File: src/iaa_pkg.sv
// ---------------------------------------------------------------------------
// Interval average accumulator package
// Widths, codes and the control state type shared by the accumulator files.
// ---------------------------------------------------------------------------
package iaa_pkg;

  localparam int SUM_WIDTH       = 48;
  localparam int COUNT_WIDTH     = 32;
  localparam int RES_WIDTH       = 48;
  localparam int SAMPLE_WIDTH    = 32;
  localparam int TIME_WIDTH      = 32;
  localparam int INTERVAL_WIDTH  = 16;
  localparam int MODE_WIDTH      = 2;
  localparam int CFG_INDEX_WIDTH = 8;
  localparam int CFG_DATA_WIDTH  = 16;

  localparam int DIV_WIDTH  = (COUNT_WIDTH > INTERVAL_WIDTH) ? COUNT_WIDTH : INTERVAL_WIDTH;
  localparam int STEP_WIDTH = $clog2(SUM_WIDTH + 1);
  localparam int WIDE_WIDTH = (SUM_WIDTH > RES_WIDTH) ? SUM_WIDTH : RES_WIDTH;

  localparam logic OP_SAMPLE = 1'b0;
  localparam logic OP_TICK   = 1'b1;

  localparam logic [MODE_WIDTH-1:0] CALC_NONE = 2'd0;
  localparam logic [MODE_WIDTH-1:0] CALC_AVG  = 2'd1;
  localparam logic [MODE_WIDTH-1:0] CALC_SUM  = 2'd2;

  localparam logic [CFG_INDEX_WIDTH-1:0] CFG_INTERVAL = 8'd0;
  localparam logic [CFG_INDEX_WIDTH-1:0] CFG_MODE     = 8'd1;

  typedef enum logic [1:0] {
    ST_IDLE,
    ST_MOD,
    ST_DIV,
    ST_EMIT
  } state_t;

endpackage

File: src/iaa_divider.sv
// ---------------------------------------------------------------------------
// Interval average accumulator serial divider
// Restoring divider that retires one quotient bit per cycle.
// ---------------------------------------------------------------------------
module iaa_divider (
  input  logic                              clk,
  input  logic                              rst,
  input  logic                              start,
  input  logic [iaa_pkg::SUM_WIDTH-1:0]     dividend,
  input  logic [iaa_pkg::DIV_WIDTH-1:0]     divisor,
  output logic                              done,
  output logic [iaa_pkg::SUM_WIDTH-1:0]     quotient,
  output logic [iaa_pkg::DIV_WIDTH-1:0]     remainder
);

  logic                              busy;
  logic [iaa_pkg::STEP_WIDTH-1:0]    steps;
  logic [iaa_pkg::DIV_WIDTH-1:0]     dvs;
  logic [iaa_pkg::DIV_WIDTH:0]       rem_shift;
  logic [iaa_pkg::DIV_WIDTH:0]       diff;
  logic                              take;

  assign rem_shift = {remainder, quotient[iaa_pkg::SUM_WIDTH-1]};
  assign diff      = rem_shift - {1'b0, dvs};
  assign take      = ~diff[iaa_pkg::DIV_WIDTH];

  always_ff @(posedge clk) begin
    if (rst) begin
      busy  <= 1'b0;
      done  <= 1'b0;
      steps <= '0;
    end else begin
      done <= 1'b0;
      if (start) begin
        busy  <= 1'b1;
        steps <= iaa_pkg::STEP_WIDTH'(iaa_pkg::SUM_WIDTH);
      end else if (busy) begin
        steps <= steps - 1'b1;
        if (steps == iaa_pkg::STEP_WIDTH'(1)) begin
          busy <= 1'b0;
          done <= 1'b1;
        end
      end
    end
  end

  always_ff @(posedge clk) begin
    if (start) begin
      quotient  <= dividend;
      remainder <= '0;
      dvs       <= divisor;
    end else if (busy) begin
      quotient  <= {quotient[iaa_pkg::SUM_WIDTH-2:0], take};
      remainder <= take ? diff[iaa_pkg::DIV_WIDTH-1:0] : rem_shift[iaa_pkg::DIV_WIDTH-1:0];
    end
  end

endmodule

File: src/interval_average_accumulator.sv
// ---------------------------------------------------------------------------
// Interval average accumulator
// Sums signed samples and reports the average, sum or zero once per period.
// ---------------------------------------------------------------------------
// A sample is accumulated as it is taken, or, when the interval is zero,
// passes straight through the emit state to the output register. A tick
// runs the shared bit-serial divider once for the period check and, when
// it fires in average mode, once more for the quotient. Items are taken
// one at a time; a finished result sits in the output register while the
// next item is taken.
module interval_average_accumulator (
  input  logic                                     clk,
  input  logic                                     rst,
  input  logic                                     cfg_valid,
  output logic                                     cfg_ready,
  input  logic [iaa_pkg::CFG_INDEX_WIDTH-1:0]      cfg_index,
  input  logic [iaa_pkg::CFG_DATA_WIDTH-1:0]       cfg_data,
  input  logic                                     in_valid,
  output logic                                     in_stall,
  input  logic                                     op,
  input  logic signed [iaa_pkg::SAMPLE_WIDTH-1:0]  sample_value,
  input  logic [iaa_pkg::TIME_WIDTH-1:0]           now_seconds,
  output logic                                     out_valid,
  input  logic                                     out_stall,
  output logic signed [iaa_pkg::RES_WIDTH-1:0]     result_value,
  output logic [iaa_pkg::TIME_WIDTH-1:0]           result_time
);

  localparam logic signed [iaa_pkg::SUM_WIDTH-1:0] SUM_MAX =
    {1'b0, {(iaa_pkg::SUM_WIDTH-1){1'b1}}};
  localparam logic signed [iaa_pkg::SUM_WIDTH-1:0] SUM_MIN =
    {1'b1, {(iaa_pkg::SUM_WIDTH-1){1'b0}}};
  localparam logic signed [iaa_pkg::WIDE_WIDTH-1:0] RES_HI =
    iaa_pkg::WIDE_WIDTH'({1'b0, {(iaa_pkg::RES_WIDTH-1){1'b1}}});
  localparam logic signed [iaa_pkg::WIDE_WIDTH-1:0] RES_LO = -RES_HI - 1;

  function automatic logic signed [iaa_pkg::RES_WIDTH-1:0] sat_res(
    input logic signed [iaa_pkg::SUM_WIDTH-1:0] v
  );
    logic signed [iaa_pkg::WIDE_WIDTH-1:0] wide;
    logic signed [iaa_pkg::WIDE_WIDTH-1:0] clamped;
    wide = iaa_pkg::WIDE_WIDTH'(v);
    if (wide > RES_HI) begin
      clamped = RES_HI;
    end else if (wide < RES_LO) begin
      clamped = RES_LO;
    end else begin
      clamped = wide;
    end
    return clamped[iaa_pkg::RES_WIDTH-1:0];
  endfunction

  iaa_pkg::state_t state;
  iaa_pkg::state_t state_next;

  logic [iaa_pkg::INTERVAL_WIDTH-1:0]      interval_seconds;
  logic [iaa_pkg::MODE_WIDTH-1:0]          calc_mode;
  logic signed [iaa_pkg::SUM_WIDTH-1:0]    running_sum;
  logic [iaa_pkg::COUNT_WIDTH-1:0]         sample_count;
  logic [iaa_pkg::TIME_WIDTH-1:0]          last_fire_second;
  logic [iaa_pkg::TIME_WIDTH-1:0]          now_q;
  logic                                    elapsed;
  logic                                    neg_q;
  logic signed [iaa_pkg::RES_WIDTH-1:0]    res_value;

  logic                                    in_fire;
  logic                                    div_start;
  logic [iaa_pkg::SUM_WIDTH-1:0]           div_dividend;
  logic [iaa_pkg::DIV_WIDTH-1:0]           div_divisor;
  logic                                    div_done;
  logic [iaa_pkg::SUM_WIDTH-1:0]           div_quotient;
  logic [iaa_pkg::DIV_WIDTH-1:0]           div_remainder;
  logic                                    fire_now;
  logic                                    out_load;
  logic signed [iaa_pkg::SUM_WIDTH:0]      sum_ext;
  logic signed [iaa_pkg::SUM_WIDTH-1:0]    sum_sat;
  logic [iaa_pkg::SUM_WIDTH-1:0]           sum_mag;
  logic signed [iaa_pkg::SUM_WIDTH-1:0]    avg_signed;
  logic                                    period_done;

  assign cfg_ready = 1'b1;

  iaa_divider u_divider (
    .clk       (clk),
    .rst       (rst),
    .start     (div_start),
    .dividend  (div_dividend),
    .divisor   (div_divisor),
    .done      (div_done),
    .quotient  (div_quotient),
    .remainder (div_remainder)
  );

  assign sum_ext = (iaa_pkg::SUM_WIDTH+1)'(running_sum)
                   + (iaa_pkg::SUM_WIDTH+1)'(sample_value);

  always_comb begin
    if (sum_ext[iaa_pkg::SUM_WIDTH] != sum_ext[iaa_pkg::SUM_WIDTH-1]) begin
      sum_sat = sum_ext[iaa_pkg::SUM_WIDTH] ? SUM_MIN : SUM_MAX;
    end else begin
      sum_sat = sum_ext[iaa_pkg::SUM_WIDTH-1:0];
    end
  end

  assign sum_mag     = running_sum[iaa_pkg::SUM_WIDTH-1] ? (~running_sum + 1'b1) : running_sum;
  assign avg_signed  = neg_q ? -div_quotient : div_quotient;
  assign fire_now    = (div_remainder == '0) || elapsed;
  assign period_done = ({1'b0, last_fire_second} + (iaa_pkg::TIME_WIDTH+1)'(interval_seconds))
                       <= {1'b0, now_seconds};

  always_comb begin
    in_stall     = (state != iaa_pkg::ST_IDLE);
    in_fire      = in_valid && (state == iaa_pkg::ST_IDLE);
    out_load     = (state == iaa_pkg::ST_EMIT) && (!out_valid || !out_stall);
    div_start    = 1'b0;
    div_dividend = iaa_pkg::SUM_WIDTH'(now_seconds);
    div_divisor  = iaa_pkg::DIV_WIDTH'(interval_seconds);
    if (state == iaa_pkg::ST_IDLE) begin
      div_start = in_fire && (op == iaa_pkg::OP_TICK) && (interval_seconds != '0)
                  && (last_fire_second != now_seconds);
    end else begin
      div_dividend = sum_mag;
      div_divisor  = iaa_pkg::DIV_WIDTH'(sample_count);
      div_start    = (state == iaa_pkg::ST_MOD) && div_done && fire_now
                     && (sample_count != '0) && (calc_mode == iaa_pkg::CALC_AVG);
    end
  end

  always_comb begin
    state_next = state;
    unique case (state)
      iaa_pkg::ST_IDLE: begin
        if (in_fire) begin
          unique case (op)
            iaa_pkg::OP_SAMPLE: begin
              if (interval_seconds == '0) begin
                state_next = iaa_pkg::ST_EMIT;
              end
            end
            iaa_pkg::OP_TICK: begin
              if ((interval_seconds != '0) && (last_fire_second != now_seconds)) begin
                state_next = iaa_pkg::ST_MOD;
              end
            end
            default: state_next = iaa_pkg::ST_IDLE;
          endcase
        end
      end
      iaa_pkg::ST_MOD: begin
        if (div_done) begin
          if (!fire_now || (sample_count == '0)) begin
            state_next = iaa_pkg::ST_IDLE;
          end else if (calc_mode == iaa_pkg::CALC_AVG) begin
            state_next = iaa_pkg::ST_DIV;
          end else begin
            state_next = iaa_pkg::ST_EMIT;
          end
        end
      end
      iaa_pkg::ST_DIV: begin
        if (div_done) begin
          state_next = iaa_pkg::ST_EMIT;
        end
      end
      iaa_pkg::ST_EMIT: begin
        if (out_load) begin
          state_next = iaa_pkg::ST_IDLE;
        end
      end
      default: state_next = iaa_pkg::ST_IDLE;
    endcase
  end

  always_ff @(posedge clk) begin
    if (rst) begin
      state <= iaa_pkg::ST_IDLE;
    end else begin
      state <= state_next;
    end
  end

  always_ff @(posedge clk) begin
    if (rst) begin
      interval_seconds <= '0;
      calc_mode        <= iaa_pkg::CALC_AVG;
    end else if (cfg_valid && cfg_ready) begin
      unique case (cfg_index)
        iaa_pkg::CFG_INTERVAL: interval_seconds <= cfg_data[iaa_pkg::INTERVAL_WIDTH-1:0];
        iaa_pkg::CFG_MODE:     calc_mode        <= cfg_data[iaa_pkg::MODE_WIDTH-1:0];
        default: begin
        end
      endcase
    end
  end

  always_ff @(posedge clk) begin
    if (rst) begin
      running_sum      <= '0;
      sample_count     <= '0;
      last_fire_second <= '0;
    end else if (in_fire && (op == iaa_pkg::OP_SAMPLE) && (interval_seconds != '0)) begin
      running_sum <= sum_sat;
      if (sample_count != '1) begin
        sample_count <= sample_count + 1'b1;
      end
    end else if ((state == iaa_pkg::ST_MOD) && div_done && fire_now) begin
      last_fire_second <= now_q;
      running_sum      <= '0;
      sample_count     <= '0;
    end
  end

  always_ff @(posedge clk) begin
    if (in_fire) begin
      now_q     <= now_seconds;
      elapsed   <= period_done;
      res_value <= iaa_pkg::RES_WIDTH'(sample_value);
    end else if ((state == iaa_pkg::ST_MOD) && div_done) begin
      neg_q <= running_sum[iaa_pkg::SUM_WIDTH-1];
      case (calc_mode)
        iaa_pkg::CALC_SUM:  res_value <= sat_res(running_sum);
        iaa_pkg::CALC_AVG:  res_value <= res_value;
        iaa_pkg::CALC_NONE: res_value <= '0;
        default:            res_value <= '0;
      endcase
    end else if ((state == iaa_pkg::ST_DIV) && div_done) begin
      res_value <= sat_res(avg_signed);
    end
  end

  always_ff @(posedge clk) begin
    if (rst) begin
      out_valid <= 1'b0;
    end else if (out_load) begin
      out_valid <= 1'b1;
    end else if (!out_stall) begin
      out_valid <= 1'b0;
    end
  end

  always_ff @(posedge clk) begin
    if (out_load) begin
      result_value <= res_value;
      result_time  <= now_q;
    end
  end

endmodule

File: config.mk
export PLATFORM = sky130hd
export DESIGN_NAME = interval_average_accumulator
export DESIGN_NICKNAME = d
export VERILOG_FILES = /design/src/iaa_pkg.sv /design/src/iaa_divider.sv /design/src/interval_average_accumulator.sv
export SDC_FILE = /design/constraint.sdc
export NUM_CORES = 1
export LEC_CHECK = 0
export ABC_AREA = 1
export BUFFER_PORTS_ARGS = -buffer_cell sky130_fd_sc_hd__buf_2
export CAP_MARGIN = 20
export CORE_ASPECT_RATIO = 1.5
export CORE_MARGIN = 1.5
export CORE_UTILIZATION = 32
export CTS_CLUSTER_DIAMETER = 40
export DETAILED_ROUTE_END_ITERATION = 6
export PLACE_DENSITY_LB_ADDON = 0.2
export SYNTH_ARGS = -nofsm -noshare
export SYNTH_HDL_FRONTEND = slang
export SYNTH_SLANG_ARGS = --single-unit
File: constraint.sdc
create_clock -name clk -period 6.43 [get_ports clk]
set_clock_uncertainty 0.15 [all_clocks]
set_input_delay 1.286 -clock clk [delete_from_list [all_inputs] [get_ports clk]]
set_output_delay 1.286 -clock clk [all_outputs]
set_load 0.05 [all_outputs]
==> summary.txt, run 1 <==
worst setup margin -> 1990 ps
max-slew violation count -> 0
WS Path Type -> reg2reg
gpl congestion -> 1.00
die area -> 0.0869 mm²
routed vias/inst -> 5.09
Async S/R FF share, synth -> 0
first-pass GRT wire length -> 150000 µm
capturing point of the worst reg2reg path -> elapsed
min Tclk post-route -> 4440 ps
largest net degree at the start of global routing -> 74
Clock transition at path regs -> 70 ps
RSZ-0062 raised after global routing -> no
hold path depth -> 0
most used cell, CP -> nand2_1
DRT Pass-1 Iters -> 6
fin nets -> 4100
Syn-to-layout area delta -> 15.4%
total track usage -> 0.229
Achievable Freq -> 225 MHz
Starting Density -> 0.324
Pwr Density -> 252 mW/mm²
R2R cell count -> 22
Gates resized, CTS repair -> 0
H-tree depth -> 2
Post-CTS Setup Bufs -> 0
flop2flop setup slack -> 1990 ps
Seq/Total Area, Yosys -> 0.394
Max VDD drop -> 0.196 mV
Layout fillers -> 8931
non-filler cells, final -> 5044
die width -> 241 µm
Pleak -> 13.6 nW
Crit path buffers/inverters -> 1
Setup violations, final -> 0
max_slew headroom -> 0.321
total power -> 7.90 mW
Post-Syn Area -> 0.0272 mm²
Synth Register Bits -> 415
die height -> 360 µm
vias in the first global route -> 25129
drt first-iter violations -> 1741
hold_sp -> res_value[5]
DR WL/cell -> 20.0 µm
cell row count -> 130
Seq. cell area -> 0.0107 mm²
Syn Nets -> 3946
syn avg cell area -> 7.33 µm²
Root Buffer -> clkbuf_16
combined area of the multi-input logic cells -> 0.0144 mm²
crit-path max FO -> 4
routed vias -> 25654
Worst R2R Start -> interval_seconds[0]
Port Buffers -> 175
synth warn -> 0
initial antenna violation count -> 3
crit path max-delay cell type -> o21ai_0
Worst Hold End -> result_value[5]
Critical Path AT -> 4700 ps
grt met2 use -> 0.441
clk buf depth -> 3
most used routing layer -> met2
Crit path max-delay family -> simple AND/OR/NAND/NOR gates
total CTS buffers -> 60
Final Cycle Share -> 0.690
number of flops mapped to enable cells by yosys -> 242
CORE AREA -> 0.0841 mm²
worst min path class -> reg2reg
clk_lat worst skew -> 660 ps
CP Launch Type -> flip-flop
# IOs -> 177
clk sink count -> 415
placed cell count -> 4929
Hold WS -> 265 ps
# Max-Cap Violations -> 0
cts hold-fix bufs -> 0
Final HPWL DP -> 80000 µm
Yosys cell types -> 59
DRT Wirelength -> 101000 µm
final hold vios -> 0
critical path required time -> 6700 ps
outcome -> finished clean
Main synth FF type -> edfxtp_1
DP Worst Slack -> 1860 ps
residual DRC count -> 0
CTS tree -> done
post-synthesis cell count -> 3715
ANT nets after route -> 0
slowest stage delay, CP -> 410 ps
setup tns final -> 0 ps
Least-Margin Pin Slew -> 1020 ps
cells along the critical path -> ha_1 -> inv_1 -> fa_1 -> nand3b_1 -> nand2_1 -> a21oi_1 -> o21ai_0 -> nand2_1 -> nand2_1 -> nand3_1 -> nor2_1 -> nand2_1 -> nor2_1 -> xor2_1 -> ha_1 -> nand2_1 -> nor2_1 -> nand4_1 -> nor2_1 -> nand3b_1 -> nand3_1 -> nand2_1
Setup crit end kind -> flip-flop
layout cell share with drive strength beyond 1 -> 0.0992
gr ovfl total -> 0
grt met1 use -> 0.247
GR Layer Usage met3 -> 0.0237
placed cells by master, fill, tap and decap left out, types with 8 or more instances in the layout:
cell type,count
a211oi_1,8
a21boi_0,9
a21oi_1,317
a22oi_1,8
buf_2,175
buf_4,26
clkbuf_16,60
clkinv_4,9
clkinv_8,8
dfxtp_1,173
edfxtp_1,242
ha_1,134
inv_1,434
inv_2,17
inv_6,15
nand2_1,856
nand2_2,8
nand3_1,215
nand4_1,70
nor2_1,394
nor2_2,12
nor3_1,80
nor4_1,37
o211ai_1,19
o21a_1,9
o21ai_0,270
o21ai_1,19
o21ai_2,11
o21bai_1,23
o22ai_1,16
or2_2,11
xnor2_1,48
xor2_1,94
cells in the mapped netlist, types with 5 or more instances:
cell      instances  area [µm²]
o22ai_1          16         100
inv_1           436        1640
nor3_1           80         400
clkinv_1          5        18.8
a22oi_1           8        60.1
o21ai_1          19        95.1
xnor2_1          48         420
nand3b_1          5        37.5
o21ai_0         270        1350
inv_2            15        56.3
o211ai_1         19         143
clkbuf_1         67         251
nor2_2           11        68.8
nor4_1           37         231
a31oi_1           7        43.8
o31ai_1           7        52.6
nor2_1          399        1500
ha_1            134        1680
a211oi_1          8        60.1
nand2_2           9        56.3
xor2_1           94         823
dfxtp_1         173        3460
a21boi_0          9        67.6
a21o_1            5        37.5
o21ai_2          11        96.3
a21oi_1         318        1590
o21bai_1         23         173
o21a_1            9        67.6
edfxtp_1        242        7270
nand4_1          70         438
nand3_1         215        1080
or2_2            11        68.8
buf_1            12        45.0
nand2_1         856        3210
buf_2            24         120
through the flow:
step	util	area, µm²
global route	0.374	31400
detailed placement	0.348	29300
finish	0.374	31400
CTS	0.374	31400
floorplan	-	27200
global placement	0.348	29300
flip-flops by register name (all words and copies together) (netlist names):
signal	flops
now_q	32
result_value	48
res_value	48
out_valid	1
interval_seconds	16
u_divider.busy	1
last_fire_second	32
state	2
elapsed	1
u_divider.done	1
u_divider.dvs	32
result_time	32
u_divider.quotient	48
sample_count	32
calc_mode	2
u_divider.remainder	32
running_sum	48
u_divider.steps	6
neg_q	1
layer usage:
| layer | part of all wire | vias to the layer above | wire, µm |
|---|---|---|---|
| met1 | 0.37 | 11984 | 37600 |
| met4 | 0.048 | 2 | 4790 |
| met3 | 0.039 | 205 | 3980 |
| met5 | 0.00013 | - | 13 |
| met2 | 0.54 | 658 | 54500 |
| li1 | - | 12805 | - |
where the power goes:
part           switching, mW  internal, mW
Combinational          0.988         0.377
Clock                   1.49          1.97
Sequential            0.0830          3.00
Total                   2.56          5.34
logic make-up after synthesis:
group	count (synthesis)	synth area share
simple gates	1710	0.266
flops	415	0.394
other cells	1	0.000138
compound gates	745	0.150
buf+inv	565	0.0804
xor+xnor	142	0.0457
fa+ha+maj	137	0.0638
final cells by class:
class / count / area share
inverters: 456 / 0.0545
repair buffers: 201 / 0.0341
multi-input cells: 2735 / 0.457
clock buffers: 63 / 0.0481
flip-flops and latches: 415 / 0.342
clock inverters: 50 / 0.0197
diodes: 2 / 0.000159
well taps: 1122 / 0.0447
worst reg2reg max path, stage by stage, from the launching register on:
cell and delay, ps:
dfxtp_1 400, ha_1 200, inv_1 60, fa_1 400, nand3b_1 170, nand2_1 110
a21oi_1 100, o21ai_0 410, nand2_1 120, nand2_1 230, nand3_1 220, nor2_1 200
nand2_1 130, nor2_1 140, xor2_1 90, ha_1 330, nand2_1 70, nor2_1 120
nand4_1 130, nor2_1 180, nand3b_1 110, nand3_1 90, nand2_1 50
worst max path at each step:
stage,startpoint,endpoint,slack (ps),cells past startpoint
floorplan,out_stall,state[0],1830,5
global placement,now_seconds[0],u_divider.quotient[36],1900,13
detailed placement,sample_value[0],running_sum[24],1860,16
CTS,interval_seconds[0],elapsed,2020,22
global route,last_fire_second[0],elapsed,1760,22
finish,interval_seconds[0],elapsed,1990,22
Power figures use the tool's default switching activity.
==> run 2: changes to the inputs <==
--- a/config.mk
+++ b/config.mk
@@ -5,7 +5,7 @@
 export SDC_FILE = /design/constraint.sdc
 export NUM_CORES = 1
 export LEC_CHECK = 0
-export ABC_AREA = 1
+export ABC_AREA = 0
 export BUFFER_PORTS_ARGS = -buffer_cell sky130_fd_sc_hd__buf_2
 export CAP_MARGIN = 20
 export CORE_ASPECT_RATIO = 1.5
==> constraint.sdc (replaced) <==
create_clock -name clk -period 3.7 [get_ports clk]
set_clock_uncertainty 0.15 [all_clocks]
set_input_delay 0.74 -clock clk [delete_from_list [all_inputs] [get_ports clk]]
set_output_delay 0.74 -clock clk [all_outputs]
set_load 0.05 [all_outputs]
==> run 2 against run 1 <==
- the flow now finishes with violations (negative setup slack)
- routed wire length decreased by 17%
- critical path depth increased by 1
- first-iteration DRC count decreased by 27%
- sequential power increased by 79%
- sequential share of layout area decreased by 1.2 points
- global-route usage decreased by 2.1 points
- flip-flop and latch count unchanged
- core utilization increased by 5.4 points
- die area decreased by 9.1%
- fmax increased by 0.85%
- critical path type unchanged
- highest routed layer is now met4
==> summary.txt, run 2 <==
outcome -> finished with violations
failing checks -> negative setup slack
Port Buffers -> 175 (unchanged)
Crit path max-delay family -> compound AO/OA/AOI/OAI gates
clk buf depth -> 3 (unchanged)
cells along the critical path -> ha_4 -> inv_2 -> fa_2 -> nor2b_1 -> o21ai_2 -> a21bo_2 -> a2111oi_4 -> or3_4 -> o311a_1 -> o21a_1 -> nand3_2 -> xnor2_1 -> ha_1 -> a21o_1 -> a21o_1 -> a21o_1 -> a21oi_2 -> nor2b_1 -> o211ai_1 -> a21oi_1 -> o311ai_1 -> a21oi_1 -> nor2_1
synth warn -> 0 (unchanged)
total CTS buffers -> 61 (+1.7%)
min Tclk post-route -> 4400 ps (-37.6 ps)
total track usage -> 0.208 (-0.0208)
count leader, synth -> nor2_1
# Max-Cap Violations -> 0 (unchanged)
Clock transition at path regs -> 70 ps (about the same)
die height -> 344 µm (-4.7%)
CTS tree -> done
RSZ-0062 raised after global routing -> yes
Achievable Freq -> 227 MHz (+0.85%)
Syn Nets -> 2857 (-28%)
WS Path Type -> reg2reg
CP Launch Type -> flip-flop
Yosys cell types -> 76 (+29%)
crit path max-delay cell type -> dfxtp_2
critical path required time -> 4040 ps (-2660 ps)
Max VDD drop -> 0.407 mV (+110%)
Synth Register Bits -> 415 (unchanged)
ranking of synthesized cells by area -> edfxtp_1, dfxtp_1, ha_1
largest net degree at the start of global routing -> 76 (+2.7%)
Hold WS -> 221 ps (-43.9 ps)
post-synthesis cell count -> 2626 (-29%)
area share of the leading cell type in the synthesized netlist -> 0.294 (+0.0269)
routed vias -> 21910 (-15%)
Setup violations, final -> 11 (+11)
die width -> 230 µm (-4.6%)
clk_lat worst skew -> 650 ps (about the same)
residual DRC count -> 0 (unchanged)
DRT Pass-1 Iters -> 5 (-1)
fin nets -> 3429 (-16%)
Pleak -> 13.8 nW (+1.6%)
CORE AREA -> 0.0763 mm² (-9.2%)
Syn-to-layout area delta -> 31.9%
number of flops mapped to enable cells by yosys -> 242 (unchanged)
Final HPWL DP -> 64700 µm (-19%)
worst setup margin -> -697 ps (-2690 ps)
drt first-iter violations -> 1279 (-27%)
Async S/R FF share, synth -> 0 (unchanged)
ANT nets after route -> 0 (unchanged)
Final Cycle Share -> 1.19 (+0.499)
Seq/Total Area, Yosys -> 0.434 (+0.0398)
Main synth FF type -> edfxtp_1
vias in the first global route -> 22132 (-12%)
Starting Density -> 0.324 (about the same)
final hold vios -> 0 (unchanged)
cell taking the most area after synthesis -> edfxtp_1
cell row count -> 124 (-4.6%)
crit-path max FO -> 2 (-2)
Least-Margin Pin Slew -> 951 ps (-66.5 ps)
Post-Syn Area -> 0.0247 mm² (-9.2%)
H-tree depth -> 2 (unchanged)
max-slew violation count -> 0 (unchanged)
Critical Path AT -> 4740 ps (+40 ps)
clk sink count -> 415 (unchanged)
most frequent cells in the layout -> buf_4, nor2_1, edfxtp_1
Root Buffer -> clkbuf_16
ant diodes -> 0 (-2)
first-pass GRT wire length -> 128000 µm (-15%)
Util after Layout -> 0.427 (+0.0537)
Pwr Density -> 442 mW/mm² (+76%)
max_slew headroom -> 0.366 (+0.0444)
die area -> 0.0790 mm² (-9.1%)
routed vias/inst -> 5.15 (+1.2%)
most common cell after layout, fill and taps aside -> buf_4
Crit path buffers/inverters -> 1 (unchanged)
Synth top cells by count -> nor2_1, edfxtp_1, o21ai_0
DR WL/cell -> 19.6 µm (-1.9%)
gr ovfl total -> 0 (unchanged)
# IOs -> 177 (unchanged)
DRT Wirelength -> 83500 µm (-17%)
syn avg cell area -> 9.42 µm² (+28%)
slowest stage delay, CP -> 350 ps (-60 ps)
worst min path class -> in2reg
Setup crit end kind -> flip-flop
gpl congestion -> 0.917 (-8.4%)
most used cell, CP -> a21o_1
initial antenna violation count -> 1 (-2)
layout cell share with drive strength beyond 1 -> 0.266 (+0.166)
## run 2: cell count changes in the layout (fill, tap and decap cells not counted), moves of 70 or more
cell	previous run	this run
mux2i_1	0	81
nor2_1	394	260
buf_4	26	425
a21oi_1	317	208
xnor2_1	48	139
inv_1	434	108
nand3_1	215	30
o21ai_0	270	200
nand2_1	856	206
## run 2: where the power goes
group	leakage [nW]	internal, mW	switching, mW
Clock	0.990	3.32	2.47
Sequential	3.64	5.26	0.252
Combinational	9.16	1.34	1.79
## run 2: stage by stage
stage	setup slack, ps	std cells	power, mW	setup TNS [ps]	cell area [µm²]
after global placement	-731	4132	8.65	-27730	30100
final	-697	4258	14.4	-3110	32600
after CTS	-688	4251	14.6	-3320	32300
after detailed placement	-726	4132	8.69	-32290	30100
after global routing	-954	4258	15.1	-4490	32600
after floorplan	-461	2626	7.54	-747	24800
## run 2: cell type report
class / instances / area [µm²]
flip-flops and latches: 415 / 10700
fillers: 7492 / 43700
clock buffers: 69 / 1580
clock inverters: 46 / 464
inverters: 112 / 420
multi-input cells: 1984 / 13700
well taps: 1008 / 1260
repair buffers: 624 / 4470
## run 2: worst paths after layout
kind	startpoint	endpoint	slack (ps)	cells past startpoint
max	interval_seconds[0]	elapsed	-700	23
min	cfg_data[14]	interval_seconds[14]	220	3
max reg2reg	interval_seconds[0]	elapsed	-700	23
min reg2reg	res_value[11]	result_value[11]	270	0
## run 2: kinds of logic after synthesis
family,synth area share
buffers and inverters,0.0347
flip-flops,0.434
XOR/XNOR,0.0860
AO/OA/AOI/OAI,0.181
multiplexers,0.0396
adder cells (fa/ha/maj),0.0702
AND/OR/NAND/NOR,0.154
other,0.000152
## run 2: metal layers
layer,part of all wire,GRT usage
met1,0.42,0.253
met2,0.51,0.376
met3,0.038,0.0256
met4,0.032,0.0730
met5,0,0
## run 2: worst reg2reg max path: stages, from the launching register on
cell and delay [ps]:
dfxtp_2 350, ha_4 140, inv_2 30, fa_2 350, nor2b_1 150, o21ai_2 80, a21bo_2 220, a2111oi_4 310
or3_4 190, o311a_1 170, o21a_1 180, nand3_2 90, xnor2_1 150, ha_1 300, a21o_1 160, a21o_1 170
a21o_1 180, a21oi_2 130, nor2b_1 50, o211ai_1 160, a21oi_1 90, o311ai_1 240, a21oi_1 100, nor2_1 110
## run 2: repair_timing
item / in CTS / in global routing
pin swaps: 9 / 21
hold buffers: 0 / 0
resized for setup: 46 / 60
endpoints found under the setup margin: 100 / 103
setup buffers: 4 / 8
==> run 3: changes to the inputs <==
--- a/config.mk
+++ b/config.mk
@@ -14,6 +14,7 @@
 export CTS_CLUSTER_DIAMETER = 40
 export DETAILED_ROUTE_END_ITERATION = 6
 export PLACE_DENSITY_LB_ADDON = 0.2
+export REMOVE_ABC_BUFFERS = 1
 export SYNTH_ARGS = -nofsm -noshare
 export SYNTH_HDL_FRONTEND = slang
 export SYNTH_SLANG_ARGS = --single-unit
==> run 3 against run 2 <==
- the flow still finishes with violations (negative setup slack)
- die area stayed put
- global-route usage is 0.47 points higher
- count of clock-buffer cells in the layout is 8 higher
- setup slack worse by 5.8 ps
- flip-flop and latch count stayed put
- sequential power hardly changed
- design area is 1.5% higher
==> summary.txt, run 3 (synthesis gave the netlist of run 2 again) <==
power share of the clock group -> 0.422 (+0.021)
Pleak -> 14.0 nW (+1.5%)
layout cell share with drive strength beyond 1 -> 0.275 (+0.00922)
H-tree depth -> 3 (+1)
Final Cycle Share -> 1.19 (+0.00156)
Syn-to-layout area delta -> 33.9%
first-pass GRT wire length -> 130000 µm (+1.6%)
cell row count -> 124 (unchanged)
initial antenna violation count -> 6 (+5)
flop2flop setup slack -> -700 ps (about the same)
Cell Int Power -> 11.0 mW (+11%)
final instance area -> 0.0331 mm² (+1.5%)
worst setup margin -> -703 ps (-5.76 ps)
Pwr Density -> 473 mW/mm² (+7.0%)
clk sink count -> 415 (unchanged)
Least-Margin Pin Slew -> 910 ps (-41.8 ps)
hold_sp -> cfg_data[9]
largest net degree at the start of global routing -> 69 (-9.2%)
hold path depth -> 3 (unchanged)
fin nets -> 3437 (+0.23%)
switching power -> 4.65 mW (+3.3%)
Setup crit end kind -> flip-flop
clk buf depth -> 3 (unchanged)
most common cell after layout, fill and taps aside -> buf_4
gr ovfl total -> 0 (unchanged)
DR WL/cell -> 20.0 µm (+2.1%)
DP Worst Slack -> -1180 ps (-450 ps)
routed vias/inst -> 5.15 (about the same)
vias in the first global route -> 22516 (+1.7%)
cts hold-fix bufs -> 0 (unchanged)
switching share of total power -> 0.297 (-0.0153)
Clock transition at path regs -> 60 ps (about the same)
DRT Wirelength -> 85500 µm (+2.4%)
crit-path max FO -> 2 (unchanged)
CTS tree -> done
RSZ-0062 raised after global routing -> yes
ANT nets after route -> 0 (unchanged)
final hold vios -> 0 (unchanged)
Root Buffer -> clkbuf_16
max-slew violation count -> 0 (unchanged)
clk_lat worst skew -> 610 ps (-40 ps)
max_slew headroom -> 0.394 (+0.0279)
drt first-iter violations -> 1266 (-1.0%)
total CTS buffers -> 68 (+11%)
total power -> 15.7 mW (+8.6%)
failing checks -> negative setup slack
Max VDD drop -> 0.303 mV (-26%)
most frequent cells in the layout -> buf_4, nor2_1, edfxtp_1
Worst Hold End -> interval_seconds[9]
# Max-Cap Violations -> 0 (unchanged)
Critical Path AT -> 4710 ps (-30 ps)
min Tclk post-route -> 4400 ps (+5.76 ps)
capturing point of the worst reg2reg path -> elapsed
placed inst area -> 0.0299 mm² (-0.63%)
combinational share of power -> 0.226 (+0.009)
worst min path class -> in2reg
Port Buffers -> 175 (unchanged)
Util after Layout -> 0.434 (+0.00647)
routed vias -> 21976 (+0.30%)
# IOs -> 177 (unchanged)
residual DRC count -> 0 (unchanged)
sequential power share -> 0.352 (-0.030)
non-filler cells, final -> 4271 (+0.31%)
Final HPWL DP -> 65100 µm (+0.77%)
Worst R2R Start -> last_fire_second[0]
Worst Setup SP -> last_fire_second[0]
placed cell count -> 4124 (-0.19%)
critical path required time -> 4010 ps (-30 ps)
die width -> 230 µm (unchanged)
DRT Pass-1 Iters -> 5 (unchanged)
CP Launch Type -> flip-flop
gpl congestion -> 0.899 (-2.0%)
R2R cell count -> 23 (unchanged)
CORE AREA -> 0.0763 mm² (unchanged)
Setup violations, final -> 13 (+2)
total track usage -> 0.213 (+0.00469)
WS Path Type -> reg2reg
die area -> 0.0790 mm² (unchanged)
Starting Density -> 0.324 (unchanged)
Achievable Freq -> 227 MHz (-0.13%)
die height -> 344 µm (unchanged)
outcome -> finished with violations
==> run 3: how the worst max path moves through the flow <==
| stage | to | slack (ps) | cells past startpoint |
|---|---|---|---|
| final | elapsed | -700 | 23 |
| after global routing | elapsed | -1030 | 23 |
| after global placement | elapsed | -1190 | 24 |
| after detailed placement | elapsed | -1180 | 24 |
| after CTS | elapsed | -850 | 23 |
| after floorplan | u_divider.remainder[9] | -6570 | 6 |
==> run 3: power by group through the flow <==
| stage | registers, mW | clock network (mW) | logic (mW) |
|---|---|---|---|
| final | 5.51 | 6.60 | 3.55 |
| after global routing | 5.55 | 6.94 | 3.84 |
| after CTS | 5.51 | 6.76 | 3.49 |
| after floorplan | 5.63 | 0 | 1.92 |
| after detailed placement | 5.60 | 0 | 3.12 |
| after global placement | 5.59 | 0 | 3.08 |
==> run 3: timing repair <==
| action | 4_1_cts | 5_1_grt |
|---|---|---|
| setup endpoints to repair | 68 | 107 |
| resized for setup | 81 | 70 |
| buffers inserted | 9 | 13 |
| cloned | 2 | 1 |
| pin swaps | 33 | 61 |
==> run 3: critical path, stage by stage, from the launching register on <==
cell,delay (ps)
dfxtp_2,350
ha_4,140
inv_2,30
fa_2,330
nor2b_1,150
o21ai_1,90
a21bo_2,250
a2111oi_4,300
or3_4,200
o311a_4,170
o21a_1,150
nand3_2,100
xnor2_2,160
ha_1,290
a21o_1,160
a21o_1,170
a21o_1,160
a21oi_2,130
nor2b_1,50
o211ai_1,190
a21oi_2,90
o311ai_1,240
a21oi_1,110
nor2_1,110
==> run 3: per-stage QoR <==
stage | TNS [ps] | hold WS, ps
3_5_place_dp | -33450 | 255
2_1_floorplan | -1441540 | 250
4_1_cts | -3230 | 187
6_report | -2970 | 226
3_3_place_gp | -36720 | 253
5_1_grt | -4450 | 222
==> run 3: layout make-up <==
class / count / area [µm²]
repair buffers: 625 / 4470
diodes: 2 / 5.00
fillers: 7510 / 43200
flip-flops and latches: 415 / 10700
clock buffers: 77 / 1820
clock inverters: 48 / 558
multi-input cells: 1984 / 13800
well taps: 1008 / 1260
inverters: 112 / 420
==> run 3: per-layer routing <==
| layer | GRT usage | share of wire | wire, µm | up-vias |
|---|---|---|---|---|
| li1 | - | - | - | 10794 |
| met4 | 0.0854 | 0.034 | 2900 | 4 |
| met5 | 0 | 0.00036 | 31 | - |
| met3 | 0.0275 | 0.037 | 3170 | 134 |
| met1 | 0.247 | 0.41 | 34800 | 10603 |
| met2 | 0.393 | 0.52 | 44600 | 441 |
